### src/hw/rtl/kaa_pkg.sv
package kaa_pkg;

  // fixed field widths
  localparam int COORD_BITS   = 16;
  localparam int SLOT_BITS    = 3;
  localparam int NC_BITS      = 4;
  localparam int DIST_BITS    = 34;
  localparam int OUT_SUM_BITS = 40;
  localparam int COUNT_BITS   = 24;

  // |dx|^2 + |dy|^2 needs one bit over a square
  localparam int DIST_W = 2 * COORD_BITS + 1;

  // parameter defaults
  localparam int MAX_CENTERS_DEF = 8;
  localparam int SUM_BITS_DEF    = 40;

  localparam logic [NC_BITS-1:0] NC_RESET = NC_BITS'(2);

  typedef enum logic [1:0] {
    OP_LOAD   = 2'd0,
    OP_ASSIGN = 2'd1,
    OP_READ   = 2'd2,
    OP_CLEAR  = 2'd3
  } op_t;

  // one decoded word in the command queue
  typedef struct packed {
    op_t                           op;
    logic                          in_range;
    logic [SLOT_BITS-1:0]          slot;
    logic signed [COORD_BITS-1:0]  x;
    logic signed [COORD_BITS-1:0]  y;
  } cmd_t;

endpackage

### src/hw/rtl/kaa_front.sv
module kaa_front import kaa_pkg::*; #(
  parameter int MAX_CENTERS = MAX_CENTERS_DEF
) (
  input  logic                          clk,
  input  logic                          rst,
  input  logic                          start,
  input  logic [1:0]                    operation,
  input  logic [SLOT_BITS-1:0]          center_slot,
  input  logic signed [COORD_BITS-1:0]  coord_x,
  input  logic signed [COORD_BITS-1:0]  coord_y,
  output logic                          busy,
  input  logic                          pop,
  output logic                          cmd_valid,
  output cmd_t                          cmd
);

  cmd_t       q [2];
  logic       wr_ptr;
  logic       rd_ptr;
  logic [1:0] count;
  logic       push;
  cmd_t       dec;

  // classify the incoming word
  always_comb begin
    dec.op       = op_t'(operation);
    dec.in_range = (int'(center_slot) < MAX_CENTERS);
    dec.slot     = center_slot;
    dec.x        = coord_x;
    dec.y        = coord_y;
  end

  assign busy      = (count == 2'd2);
  assign push      = start && !busy;
  assign cmd_valid = (count != 2'd0);
  assign cmd       = q[rd_ptr];

  always_ff @(posedge clk) begin
    if (push) begin
      q[wr_ptr] <= dec;
    end
  end

  always_ff @(posedge clk) begin
    if (rst) begin
      wr_ptr <= 1'b0;
      rd_ptr <= 1'b0;
      count  <= 2'd0;
    end else begin
      if (push) begin
        wr_ptr <= !wr_ptr;
      end
      if (pop) begin
        rd_ptr <= !rd_ptr;
      end
      case ({push, pop})
        2'b10:   count <= count + 2'd1;
        2'b01:   count <= count - 2'd1;
        default: count <= count;
      endcase
    end
  end

endmodule

### src/hw/rtl/kaa_back.sv
module kaa_back import kaa_pkg::*; #(
  parameter int MAX_CENTERS = MAX_CENTERS_DEF,
  parameter int SUM_BITS    = SUM_BITS_DEF
) (
  input  logic                          clk,
  input  logic                          rst,
  input  logic                          cmd_valid,
  input  cmd_t                          cmd,
  output logic                          pop,
  input  logic [NC_BITS-1:0]            num_centers,
  output logic                          done,
  output logic [SLOT_BITS-1:0]          cluster_index,
  output logic [DIST_BITS-1:0]          best_distance,
  output logic signed [OUT_SUM_BITS-1:0] sum_x,
  output logic signed [OUT_SUM_BITS-1:0] sum_y,
  output logic [COUNT_BITS-1:0]         member_count
);

  localparam int IDX_W = $clog2(MAX_CENTERS);
  localparam int CW    = $clog2(MAX_CENTERS + 1);
  localparam int LW    = (CW > NC_BITS) ? CW : NC_BITS;

  typedef enum logic [2:0] {
    S_IDLE,
    S_RD,
    S_MUL,
    S_CMP,
    S_ACC,
    S_RES
  } state_t;

  state_t                   state;
  cmd_t                     cmd_q;
  logic [IDX_W-1:0]         iter;
  logic [IDX_W-1:0]         best_idx;
  logic [DIST_W-1:0]        best_d;
  logic [2*COORD_BITS-1:0]  sqx;
  logic [2*COORD_BITS-1:0]  sqy;
  logic [IDX_W-1:0]         acc_addr;
  logic [MAX_CENTERS-1:0]   valid;

  // center memories
  logic signed [COORD_BITS-1:0] cx_mem [MAX_CENTERS];
  logic signed [COORD_BITS-1:0] cy_mem [MAX_CENTERS];
  logic signed [COORD_BITS-1:0] cx_q;
  logic signed [COORD_BITS-1:0] cy_q;

  // accumulator memories, qualified by valid
  logic signed [SUM_BITS-1:0] ax_mem [MAX_CENTERS];
  logic signed [SUM_BITS-1:0] ay_mem [MAX_CENTERS];
  logic [COUNT_BITS-1:0]      ac_mem [MAX_CENTERS];
  logic signed [SUM_BITS-1:0] ax_q;
  logic signed [SUM_BITS-1:0] ay_q;
  logic [COUNT_BITS-1:0]      ac_q;
  logic                       av_q;

  logic [IDX_W-1:0]           slot_idx;
  logic                       ctr_we;
  logic                       acc_we;
  logic [LW-1:0]              nc_w;
  logic [LW-1:0]              n_eff;
  logic [LW-1:0]              iter_next;
  logic signed [COORD_BITS:0] diff_x;
  logic signed [COORD_BITS:0] diff_y;
  logic [COORD_BITS-1:0]      mag_x;
  logic [COORD_BITS-1:0]      mag_y;
  logic [DIST_W-1:0]          d;
  logic                       take_new;
  logic [IDX_W-1:0]           win_idx;
  logic signed [SUM_BITS-1:0] eff_x;
  logic signed [SUM_BITS-1:0] eff_y;
  logic [COUNT_BITS-1:0]      eff_c;
  logic signed [SUM_BITS-1:0] new_x;
  logic signed [SUM_BITS-1:0] new_y;
  logic [COUNT_BITS-1:0]      new_c;
  logic                       show;

  assign pop      = (state == S_IDLE) && cmd_valid;
  assign slot_idx = IDX_W'(cmd.slot);
  assign ctr_we   = pop && (cmd.op == OP_LOAD) && cmd.in_range;
  assign acc_we   = (state == S_RES) && (cmd_q.op == OP_ASSIGN);

  // clamp center count to 1 .. MAX_CENTERS
  always_comb begin
    nc_w = LW'(num_centers);
    if (nc_w == '0) begin
      n_eff = LW'(1);
    end else if (nc_w > LW'(MAX_CENTERS)) begin
      n_eff = LW'(MAX_CENTERS);
    end else begin
      n_eff = nc_w;
    end
    iter_next = LW'(iter) + LW'(1);
  end

  // distance datapath
  always_comb begin
    diff_x   = (COORD_BITS+1)'(cmd_q.x) - (COORD_BITS+1)'(cx_q);
    diff_y   = (COORD_BITS+1)'(cmd_q.y) - (COORD_BITS+1)'(cy_q);
    mag_x    = diff_x[COORD_BITS] ? COORD_BITS'(-diff_x) : COORD_BITS'(diff_x);
    mag_y    = diff_y[COORD_BITS] ? COORD_BITS'(-diff_y) : COORD_BITS'(diff_y);
    d        = DIST_W'(sqx) + DIST_W'(sqy);
    take_new = (iter == '0) || (d < best_d);
    win_idx  = take_new ? iter : best_idx;
  end

  // accumulator update
  always_comb begin
    eff_x = av_q ? ax_q : '0;
    eff_y = av_q ? ay_q : '0;
    eff_c = av_q ? ac_q : '0;
    new_x = eff_x + SUM_BITS'(cmd_q.x);
    new_y = eff_y + SUM_BITS'(cmd_q.y);
    new_c = (eff_c == '1) ? eff_c : eff_c + COUNT_BITS'(1);
    show  = cmd_q.in_range;
  end

  always_ff @(posedge clk) begin
    if (ctr_we) begin
      cx_mem[slot_idx] <= cmd.x;
      cy_mem[slot_idx] <= cmd.y;
    end
    cx_q <= cx_mem[iter];
    cy_q <= cy_mem[iter];
  end

  always_ff @(posedge clk) begin
    if (acc_we) begin
      ax_mem[acc_addr] <= new_x;
      ay_mem[acc_addr] <= new_y;
      ac_mem[acc_addr] <= new_c;
    end
    ax_q <= ax_mem[acc_addr];
    ay_q <= ay_mem[acc_addr];
    ac_q <= ac_mem[acc_addr];
    av_q <= valid[acc_addr];
  end

  always_ff @(posedge clk) begin
    if (rst) begin
      state <= S_IDLE;
      valid <= '0;
      done  <= 1'b0;
    end else begin
      done <= 1'b0;
      case (state)
        S_IDLE: begin
          if (cmd_valid) begin
            cmd_q <= cmd;
            case (cmd.op)
              OP_LOAD, OP_READ: begin
                acc_addr <= slot_idx;
                state    <= S_ACC;
              end
              OP_ASSIGN: begin
                iter  <= '0;
                state <= S_RD;
              end
              OP_CLEAR: begin
                valid         <= '0;
                done          <= 1'b1;
                cluster_index <= cmd.slot;
                best_distance <= '0;
                sum_x         <= '0;
                sum_y         <= '0;
                member_count  <= '0;
              end
              default: state <= S_IDLE;
            endcase
          end
        end
        S_RD: state <= S_MUL;
        S_MUL: begin
          sqx   <= (2*COORD_BITS)'(mag_x) * (2*COORD_BITS)'(mag_x);
          sqy   <= (2*COORD_BITS)'(mag_y) * (2*COORD_BITS)'(mag_y);
          state <= S_CMP;
        end
        S_CMP: begin
          if (take_new) begin
            best_d   <= d;
            best_idx <= iter;
          end
          if (iter_next < n_eff) begin
            iter  <= IDX_W'(iter_next);
            state <= S_RD;
          end else begin
            acc_addr <= win_idx;
            state    <= S_ACC;
          end
        end
        S_ACC: state <= S_RES;
        S_RES: begin
          done  <= 1'b1;
          state <= S_IDLE;
          if (cmd_q.op == OP_ASSIGN) begin
            valid[acc_addr] <= 1'b1;
            cluster_index   <= SLOT_BITS'(acc_addr);
            best_distance   <= DIST_BITS'(best_d);
            sum_x           <= OUT_SUM_BITS'(new_x);
            sum_y           <= OUT_SUM_BITS'(new_y);
            member_count    <= new_c;
          end else begin
            cluster_index <= cmd_q.slot;
            best_distance <= '0;
            sum_x         <= show ? OUT_SUM_BITS'(eff_x) : '0;
            sum_y         <= show ? OUT_SUM_BITS'(eff_y) : '0;
            member_count  <= show ? eff_c : '0;
          end
        end
        default: state <= S_IDLE;
      endcase
    end
  end

`ifndef SYNTH
  a_res_done: assert property (@(posedge clk) disable iff (rst) (state == S_RES) |=> done)
    else $error("result strobe missing after accumulate");
  a_iter_bound: assert property (@(posedge clk) disable iff (rst)
    (state == S_CMP) |-> (LW'(iter) < n_eff))
    else $error("center scan ran past center count");
  a_dist_assign_only: assert property (@(posedge clk) disable iff (rst)
    done |-> (cmd_q.op == OP_ASSIGN || best_distance == '0))
    else $error("nonzero distance on non-assign result");
  a_pop_idle: assert property (@(posedge clk) disable iff (rst)
    pop |=> (state != S_IDLE || done))
    else $error("popped command did not start work");
`endif

endmodule

### src/hw/rtl/kmeans_assign_accumulate_top.sv
// Channel   Handshake               Payload
// -------   ---------------------   -------------------------------------------------
// input     start & !busy           operation, center_slot, coord_x, coord_y
// result    done (one cycle)        cluster_index, best_distance, sum_x, sum_y,
//                                   member_count
// config    psel&penable&pwrite     paddr, pwdata, prdata (pready tied high)
//
// Back end: load/read pass through the accumulate and result states, clear answers
// from idle, and assign scans the N active centers before them; the shared distance
// unit visits one center at a time (memory read, square, compare).
// A 2-word command queue sits between front and back; busy rises when it is full.
// Reset (rst, synchronous) empties the queue, zeroes the accumulators through
// their valid bits and sets num_centers to 2. Centers are undefined until loaded.
// The receiver cannot stall: each result word is shown for exactly one cycle.
module kmeans_assign_accumulate_top import kaa_pkg::*; #(
  parameter int MAX_CENTERS = MAX_CENTERS_DEF,
  parameter int SUM_BITS    = SUM_BITS_DEF
) (
  input  logic                           clk,
  input  logic                           rst,
  // command channel
  input  logic                           start,
  output logic                           busy,
  input  logic [1:0]                     operation,
  input  logic [SLOT_BITS-1:0]           center_slot,
  input  logic signed [COORD_BITS-1:0]   coord_x,
  input  logic signed [COORD_BITS-1:0]   coord_y,
  // result channel
  output logic                           done,
  output logic [SLOT_BITS-1:0]           cluster_index,
  output logic [DIST_BITS-1:0]           best_distance,
  output logic signed [OUT_SUM_BITS-1:0] sum_x,
  output logic signed [OUT_SUM_BITS-1:0] sum_y,
  output logic [COUNT_BITS-1:0]          member_count,
  // register port
  input  logic                           psel,
  input  logic                           penable,
  input  logic                           pwrite,
  input  logic [2:0]                     paddr,
  input  logic [31:0]                    pwdata,
  output logic [31:0]                    prdata,
  output logic                           pready
);

  logic [NC_BITS-1:0] num_centers;
  logic               reg_sel;
  logic               reg_wr;
  logic               pop;
  logic               cmd_valid;
  cmd_t               cmd;

  // single register at byte address 0; paddr[2] set means off the map
  assign pready  = 1'b1;
  assign reg_sel = !paddr[2];
  assign reg_wr  = psel && penable && pwrite && pready && reg_sel;
  assign prdata  = reg_sel ? 32'(num_centers) : '0;

  always_ff @(posedge clk) begin
    if (rst) begin
      num_centers <= NC_RESET;
    end else if (reg_wr) begin
      num_centers <= pwdata[NC_BITS-1:0];
    end
  end

  // front: decode and queue incoming words
  kaa_front #(
    .MAX_CENTERS (MAX_CENTERS)
  ) u_front (
    .clk         (clk),
    .rst         (rst),
    .start       (start),
    .operation   (operation),
    .center_slot (center_slot),
    .coord_x     (coord_x),
    .coord_y     (coord_y),
    .busy        (busy),
    .pop         (pop),
    .cmd_valid   (cmd_valid),
    .cmd         (cmd)
  );

  // back: center scan, accumulate, result register
  kaa_back #(
    .MAX_CENTERS (MAX_CENTERS),
    .SUM_BITS    (SUM_BITS)
  ) u_back (
    .clk           (clk),
    .rst           (rst),
    .cmd_valid     (cmd_valid),
    .cmd           (cmd),
    .pop           (pop),
    .num_centers   (num_centers),
    .done          (done),
    .cluster_index (cluster_index),
    .best_distance (best_distance),
    .sum_x         (sum_x),
    .sum_y         (sum_y),
    .member_count  (member_count)
  );

endmodule
### config.mk
export PLATFORM = sky130hd
export DESIGN_NAME = kmeans_assign_accumulate_top
export DESIGN_NICKNAME = d
export VERILOG_FILES = /design/src/hw/rtl/kaa_pkg.sv /design/src/hw/rtl/kaa_front.sv /design/src/hw/rtl/kaa_back.sv /design/src/hw/rtl/kmeans_assign_accumulate_top.sv
export SDC_FILE = /design/constraint.sdc
export NUM_CORES = 2
export LEC_CHECK = 0
export BUFFER_PORTS_ARGS = -buffer_cell sky130_fd_sc_hd__buf_2
export CORE_MARGIN = 2
export CORE_UTILIZATION = 35
export DETAILED_ROUTE_END_ITERATION = 10
export HOLD_SLACK_MARGIN = 0.02
export SKIP_CTS_REPAIR_TIMING = 1
export SYNTH_ARGS = -nofsm -noshare
export SYNTH_HDL_FRONTEND = slang
export SYNTH_HIERARCHICAL = 1
export SYNTH_SLANG_ARGS = --single-unit
export TNS_END_PERCENT = 5
### constraint.sdc
create_clock -name clk -period 25.7 [get_ports clk]
set_input_delay 1.285 -clock clk [delete_from_list [all_inputs] [get_ports clk]]
set_output_delay 1.285 -clock clk [all_outputs]
set_load 0.02 [all_outputs]
# [Word level (Yosys, flattened, before mapping)]
# Memories as Yosys holds them, arrays and structs flattened. A register that Yosys moved wholly into a read port is not among the register bits.
# Index checks and enable logic that the tools add are counted.
[classes] n_reduce_logical=32 addsub=11 order_cmp=5 mux=63 n_mul=2 eq_ne=21 bitwise=2
[op_table] op="40-bit 2-to-1 mux" count=8
[op_table] op="40-bit one-hot mux with 2 select lines" count=2
[op_table] op="24-bit 2-to-1 mux" count=6
[op_table] op="40-bit by 16-bit adder with 40-bit output" count=2
[op_table] op="34-bit 2-to-1 mux" count=2
[op_table] op="34-bit one-hot mux with 2 select lines" count=1
[op_table] op="16-bit by 16-bit multiplier with 32-bit output" count=2
[op_table] op="24-bit one-hot mux with 2 select lines" count=1
[op_table] op="3-bit 2-to-1 mux" count=12
[op_table] op="16-bit by 16-bit subtractor with 17-bit output" count=2
[op_table] op="32-bit by 32-bit adder with 33-bit output" count=1
[op_table] op="33-bit < comparator" count=1
[op_table] op="33-bit 2-to-1 mux" count=1
[op_table] op="16-bit 2-to-1 mux" count=2
[op_table] op="16-bit negation" count=2
[op_table] op="24-bit by 1-bit adder with 24-bit output (second input constant)" count=1
[op_table] op="24-bit == test (second input constant)" count=1
[op_table] op="8-bit 2-to-1 mux" count=3
[op_table] op="3-bit one-hot mux with 2 select lines" count=4
[op_table] op="8-bit one-hot mux with 2 select lines" count=1
[op_table] op="3-bit one-hot mux with 5 select lines" count=1
[op_table] op="1-bit 2-to-1 mux" count=12
[op_table] op="4-bit 2-to-1 mux" count=3
[op_table] op="2-bit != test (second input constant)" count=5
[op_table] op="other kinds (33)" count=60
[totals] regBits=306 in_bits=78 wordCells=166 ramBits=1162 mem_count=6 output_inout_bits=176
[mem_list] name="u_back.ax_mem" words=8 width=40 read_ports=1 rd_ports_with_merged_regs=1 write_ports=1 line="kaa_back.sv:49" text="logic signed [SUM_BITS-1:0] ax_mem [MAX_CENTERS];"
[mem_list] name="u_back.ay_mem" words=8 width=40 read_ports=1 rd_ports_with_merged_regs=1 write_ports=1 line="kaa_back.sv:50" text="logic signed [SUM_BITS-1:0] ay_mem [MAX_CENTERS];"
[mem_list] name="u_back.ac_mem" words=8 width=24 read_ports=1 rd_ports_with_merged_regs=1 write_ports=1 line="kaa_back.sv:51" text="logic [COUNT_BITS-1:0] ac_mem [MAX_CENTERS];"
[mem_list] name="u_back.cx_mem" words=8 width=16 read_ports=1 rd_ports_with_merged_regs=1 write_ports=1 line="kaa_back.sv:43" text="logic signed [COORD_BITS-1:0] cx_mem [MAX_CENTERS];"
[mem_list] name="u_back.cy_mem" words=8 width=16 read_ports=1 rd_ports_with_merged_regs=1 write_ports=1 line="kaa_back.sv:44" text="logic signed [COORD_BITS-1:0] cy_mem [MAX_CENTERS];"
[mem_list] name="u_front.q" words=2 width=37 read_ports=1 rd_ports_with_merged_regs=1 write_ports=1 line="kaa_front.sv:17" text="cmd_t q [2];"

# [Logic depth before layout (Yosys ltp)]
[depth] ltp_word=7 mapped_depth=41 mapped_depth_nobuf=39

# [Modules after synthesis]
# Netlist, hierarchy kept.
[by_module_without_submodules] mod="kaa_back" area_each_um2=75577.5 n_inst=1 cells_each=5639 seq_area_each_um2=44122.3
[by_module_without_submodules] mod="kaa_front" area_each_um2=2889.0 n_inst=1 cells_each=142 seq_area_each_um2=2322.2
[by_module_without_submodules] mod="kmeans_assign_accumulate_top" area_each_um2=446.7 n_inst=1 cells_each=53 seq_area_each_um2=80.1

# [Worst setup path after synthesis]
# Ideal clock, no wire load.
[synth_path] kind="input to register" start="input rst" end="register u_back.best_distance[0], enable pin" cell_stages=2 setup_time_ns=0.846 n_path_buf=1 arrival_ns=11.710 required_time_ns=24.854 slack_ns=13.143 cell_sequence="clkbuf_1 -> a211oi_1"
[synth_via] elab_chain_len=2
[synth_lines] item="from (decl)" line="kmeans_assign_accumulate_top.sv:20" text="input logic rst,"
[synth_lines] item="1-bit inverter (no source line)"
[synth_lines] item="4-bit AND reduction (no source line)"
[synth_lines] item="to (signal assigned)" line="kaa_back.sv:198" text="best_distance <= DIST_BITS'(best_d);"
[synth_lines] item="to (decl)" line="kaa_back.sv:13" text="output logic [DIST_BITS-1:0] best_distance,"
# No other way between the ends.
# A chain may end at the register's enable or synchronous reset.

# [Final worst setup path]
[layout_path] start="register u_back/cmd_q[17] (netlist name)" end="register u_back.sqx[31], data pin"
[layout_via] elab_chain_len=4
[layout_lines] item="from (decl)" line="kaa_back.sv:33" text="cmd_t cmd_q;"
[layout_lines] item="from (signal assigned)" line="kaa_back.sv:149" text="cmd_q <= cmd;"
[layout_lines] item="16-bit by 16-bit subtractor with 17-bit output (*)" line="kaa_back.sv:98" text="diff_x = (COORD_BITS+1)'(cmd_q.x) - (COORD_BITS+1)'(cx_q);"
[layout_lines] item="16-bit negation" line="kaa_back.sv:100" text="mag_x = diff_x[COORD_BITS] ? COORD_BITS'(-diff_x) : COORD_BITS'(diff_x);"
[layout_lines] item="16-bit 2-to-1 mux (*)" line="kaa_back.sv:100"
[layout_lines] item="16-bit by 16-bit multiplier with 32-bit output (*)" line="kaa_back.sv:174" text="sqx <= (2*COORD_BITS)'(mag_x) * (2*COORD_BITS)'(mag_x);"
[layout_lines] item="to (signal assigned)" line="kaa_back.sv:174"
[layout_lines] item="to (decl)" line="kaa_back.sv:37" text="logic [2*COORD_BITS-1:0] sqx;"
# Every way passes the cells marked *; elsewhere a longest branch is shown, timed or not.

==> summary.md <==
| Metric | Value |
|---|---|
| Outcome | `complete, no violations` |
| Dominant cells by area after synthesis | `edfxtp_1 (55%), fa_1 (8.3%), ha_1 (6.0%), a22oi_1 (4.1%), dfxtp_1 (4.0%)` |
| # setup viols final | `0` |
| Crit-path most repeated cell | `inv_1` |
| Via density | `5.20` |
| Avg Synthesized Cell Area | `13.5 um^2` |
| Worst-path clk slew | `0.06 ns` |
| Tot GR Track Use | `17.0%` |
| Largest net degree at the start of global routing | `141` |
| Clock tree buffer depth | `3` |
| HPWL Detailed | `124000 um` |
| Initial antenna violation count | `5` |
| Worst path slowest cell | `xnor2_1` |
| Most numerous cell in the Yosys netlist | `edfxtp_1` |
| Final Hold Viols | `0` |
| Gate Count Post-Synth | `5834` |
| Synth cell types | `91` |
| Vias in the first global route | `49700` |
| Floorplan core area | `224000 um^2` |
| Final hold slack | `0.412 ns` |
| Max Clock Freq | `88.4 MHz` |
| Sequential cell area fraction in the yosys report | `59.0%` |
| Post-detailed-route count of antenna-violating nets | `0` |
| Reg2reg end | `u_back/sqx[31]` |
| Final Max Tran Viols | `0` |
| I/O pin count | `254` |
| RSZ-0062 raised after global routing | `false` |
| Endpoint class of the critical path | `flop` |
| CP startpoint | `u_back/cmd_q[17]` |
| Total CTS buffers | `168` |
| H-tree depth | `4` |
| Initial core utilization | `35.2%` |
| Minimum setup slack among reg-to-reg paths | `14.39 ns` |
| Row count | `174` |
| Synth cell count leaders | `edfxtp_1 (1444), inv_1 (590), a22oi_1 (435)` |
| Slew headroom | `20.0%` |
| Slew @ Worst Pin | `1.19 ns` |
| Area of the multi-input gates | `29400 um^2` |
| Share of Yosys cell area claimed by the top area cell type | `54.9%` |
| Final worst slack | `14.39 ns` |
| Synth async-reset ratio | `0%` |
| Root buf cell | `clkbuf_16` |
| Critical R2R Launch | `u_back/cmd_q[17]` |
| Worst setup endpoint | `u_back/sqx[31]` |
| Critical Path AT | `11.83 ns` |
| Latest clock arrival within the worst-skew pair | `0.85 ns` |
| Number of remaining DRC errors | `0` |
| Critical Path Fanout Max | `11` |
| Area growth, synth to finish | `13.1%` |
| DRT Pass-1 Iters | `5` |
| Final period utilization | `44.0%` |
| R2R depth | `34` |
| Hold Crit Class | `reg -> reg` |
| Register bit count reported by yosys | `1602` |
| Final net count | `6849` |
| Clock sink total | `1602` |
| Die span in y | `479 um` |
| Cell Area, Synth | `78900 um^2` |
| CTS tree | `yes` |
| Area leader, netlist | `edfxtp_1` |
| WL per Instance | `21.3 um` |
| Setup TNS | `0 ns` |
| Detailed-route via count | `47900` |
| CP peak stage delay | `0.78 ns` |
| DRC violation total after the first TritonRoute iteration | `4093` |
| Post-synth EDFFs | `1444` |
| Min Clock Period, post-route | `11.31 ns` |
| Share of post-route cells with drive strength above 1 | `11.5%` |
| Skew final | `0.0875 ns` |
| Seq. cell area | `46500 um^2` |
| First-pass GRT wire length | `300000 um` |
| Grt ovf | `0` |
| DRT Wirelength | `196000 um` |
| Top_reg_cell synth | `edfxtp_1` |
| Port Buffers | `193` |
| FILL cells | `20700` |
| Place WS | `14.62 ns` |
| Synth warn | `6` |
| WP data required | `26.21 ns` |
| DIE AREA | `229000 um^2` |
| Die width | `479 um` |
| Placer Congestion | `0.863` |
| CP Class | `reg -> reg` |
| CP Launch Type | `flop` |
| # Max-Cap Violations | `0` |
==> critical path, delay by kind of cell, from the launching register on <==
family | cells | cell delay (ns)
simple gates | 4 | 1.28
flops | 1 | 0.51
fa+ha+maj | 8 | 3.86
buf+inv | 8 | 1.13
xor+xnor | 3 | 1.23
compound gates | 11 | 2.98
==> registers in the layout, summed over array words and instances, names as in the netlist, 31 cells and up, named ones only <==
name,flops
u_back/ax_q,40
u_back/ay_mem,320
u_back/sqy,31
u_back/ax_mem,320
u_back/best_distance,33
u_back/sqx,31
u_back/cmd_q,37
u_back/cy_mem,128
u_back/sum_x,40
u_front/q,74
u_back/ac_mem,192
u_back/ay_q,40
u_back/cx_mem,128
u_back/best_d,33
u_back/sum_y,40
==> cell usage in the layout, fill, tap and decap left out, types with 26 or more instances in the layout <==
cell type / count
clkbuf_1: 44
a22o_1: 78
a21o_1: 120
and2_1: 107
nand2b_1: 43
o21a_1: 27
a21oi_1: 180
a22oi_1: 435
o21ai_0: 100
clkbuf_16: 169
edfxtp_1: 1444
conb_1: 31
mux2_2: 43
mux4_2: 64
nor2_1: 339
buf_4: 80
dfxtp_1: 157
nand4_1: 132
ha_1: 376
clkinv_2: 30
xor2_1: 76
nor3_1: 47
nand2_1: 331
inv_1: 590
xnor2_1: 162
nand3_1: 49
o21bai_1: 31
buf_2: 193
nor2b_1: 26
fa_1: 328
==> routing by layer <==
| layer | GRT usage, % | up-vias | part of all wire [%] |
|---|---|---|---|
| met5 | 0 | - | 0.0066 |
| met4 | 5.54 | 2 | 3.0 |
| met3 | 2.53 | 279 | 6.1 |
| met2 | 27.6 | 1456 | 47 |
| met1 | 23.4 | 24400 | 44 |
| li1 | - | 21800 | - |
==> how the worst min path moves through the flow <==
| stage | from | endpoint | slack, ns | depth (start not counted) |
|---|---|---|---|---|
| 4_1_cts | u_back/ay_mem[4][11] | u_back/ay_q[11] | 0.42 | 2 |
| 5_1_grt | u_back/ay_mem[4][6] | u_back/ay_q[6] | 0.45 | 2 |
| 2_1_floorplan | u_back/valid[0] | u_back/valid[0] | 0.44 | 2 |
| 6_report | u_back/ay_mem[7][6] | u_back/ay_q[6] | 0.41 | 2 |
| 3_5_place_dp | u_back/ay_mem[7][28] | u_back/ay_q[28] | 0.46 | 2 |
| 3_3_place_gp | u_back/valid[1] | u_back/valid[1] | 0.45 | 2 |
==> per-stage QoR <==
| step | cells | cell area (um^2) | util (%) |
|---|---|---|---|
| after CTS | 9204 | 89300 | 39.8 |
| final | 9207 | 89300 | 39.8 |
| after global placement | 8889 | 83600 | 37.2 |
| after floorplan | 5861 | 79000 | - |
| after global routing | 9205 | 89300 | 39.8 |
| after detailed placement | 8889 | 83600 | 37.2 |
==> layout make-up <==
class                      instances  area share [%]
inverter                         609            2.56
sequential                      1602            52.1
multi-input combinational       3410            32.9
clock buffer                     230            5.18
antenna                            3         0.00841
clock inverter                    85            1.19
timing repair buffer             276            1.82
tap                             2992            4.19
==> logic make-up after synthesis <==
family / after synthesis / synth area share (%)
adder cells (fa/ha/maj): 704 / 14.3
flip-flops: 1602 / 59.0
AO/OA/AOI/OAI: 1131 / 10.1
AND/OR/NAND/NOR: 1191 / 7.25
XOR/XNOR: 242 / 2.71
other: 4 / 0.0190
buffers and inverters: 849 / 4.20
multiplexers: 111 / 2.49
Power is left out: the tool's default activity adds up to more than one toggle a clock period on the data nets, which glitch-free logic cannot reach.
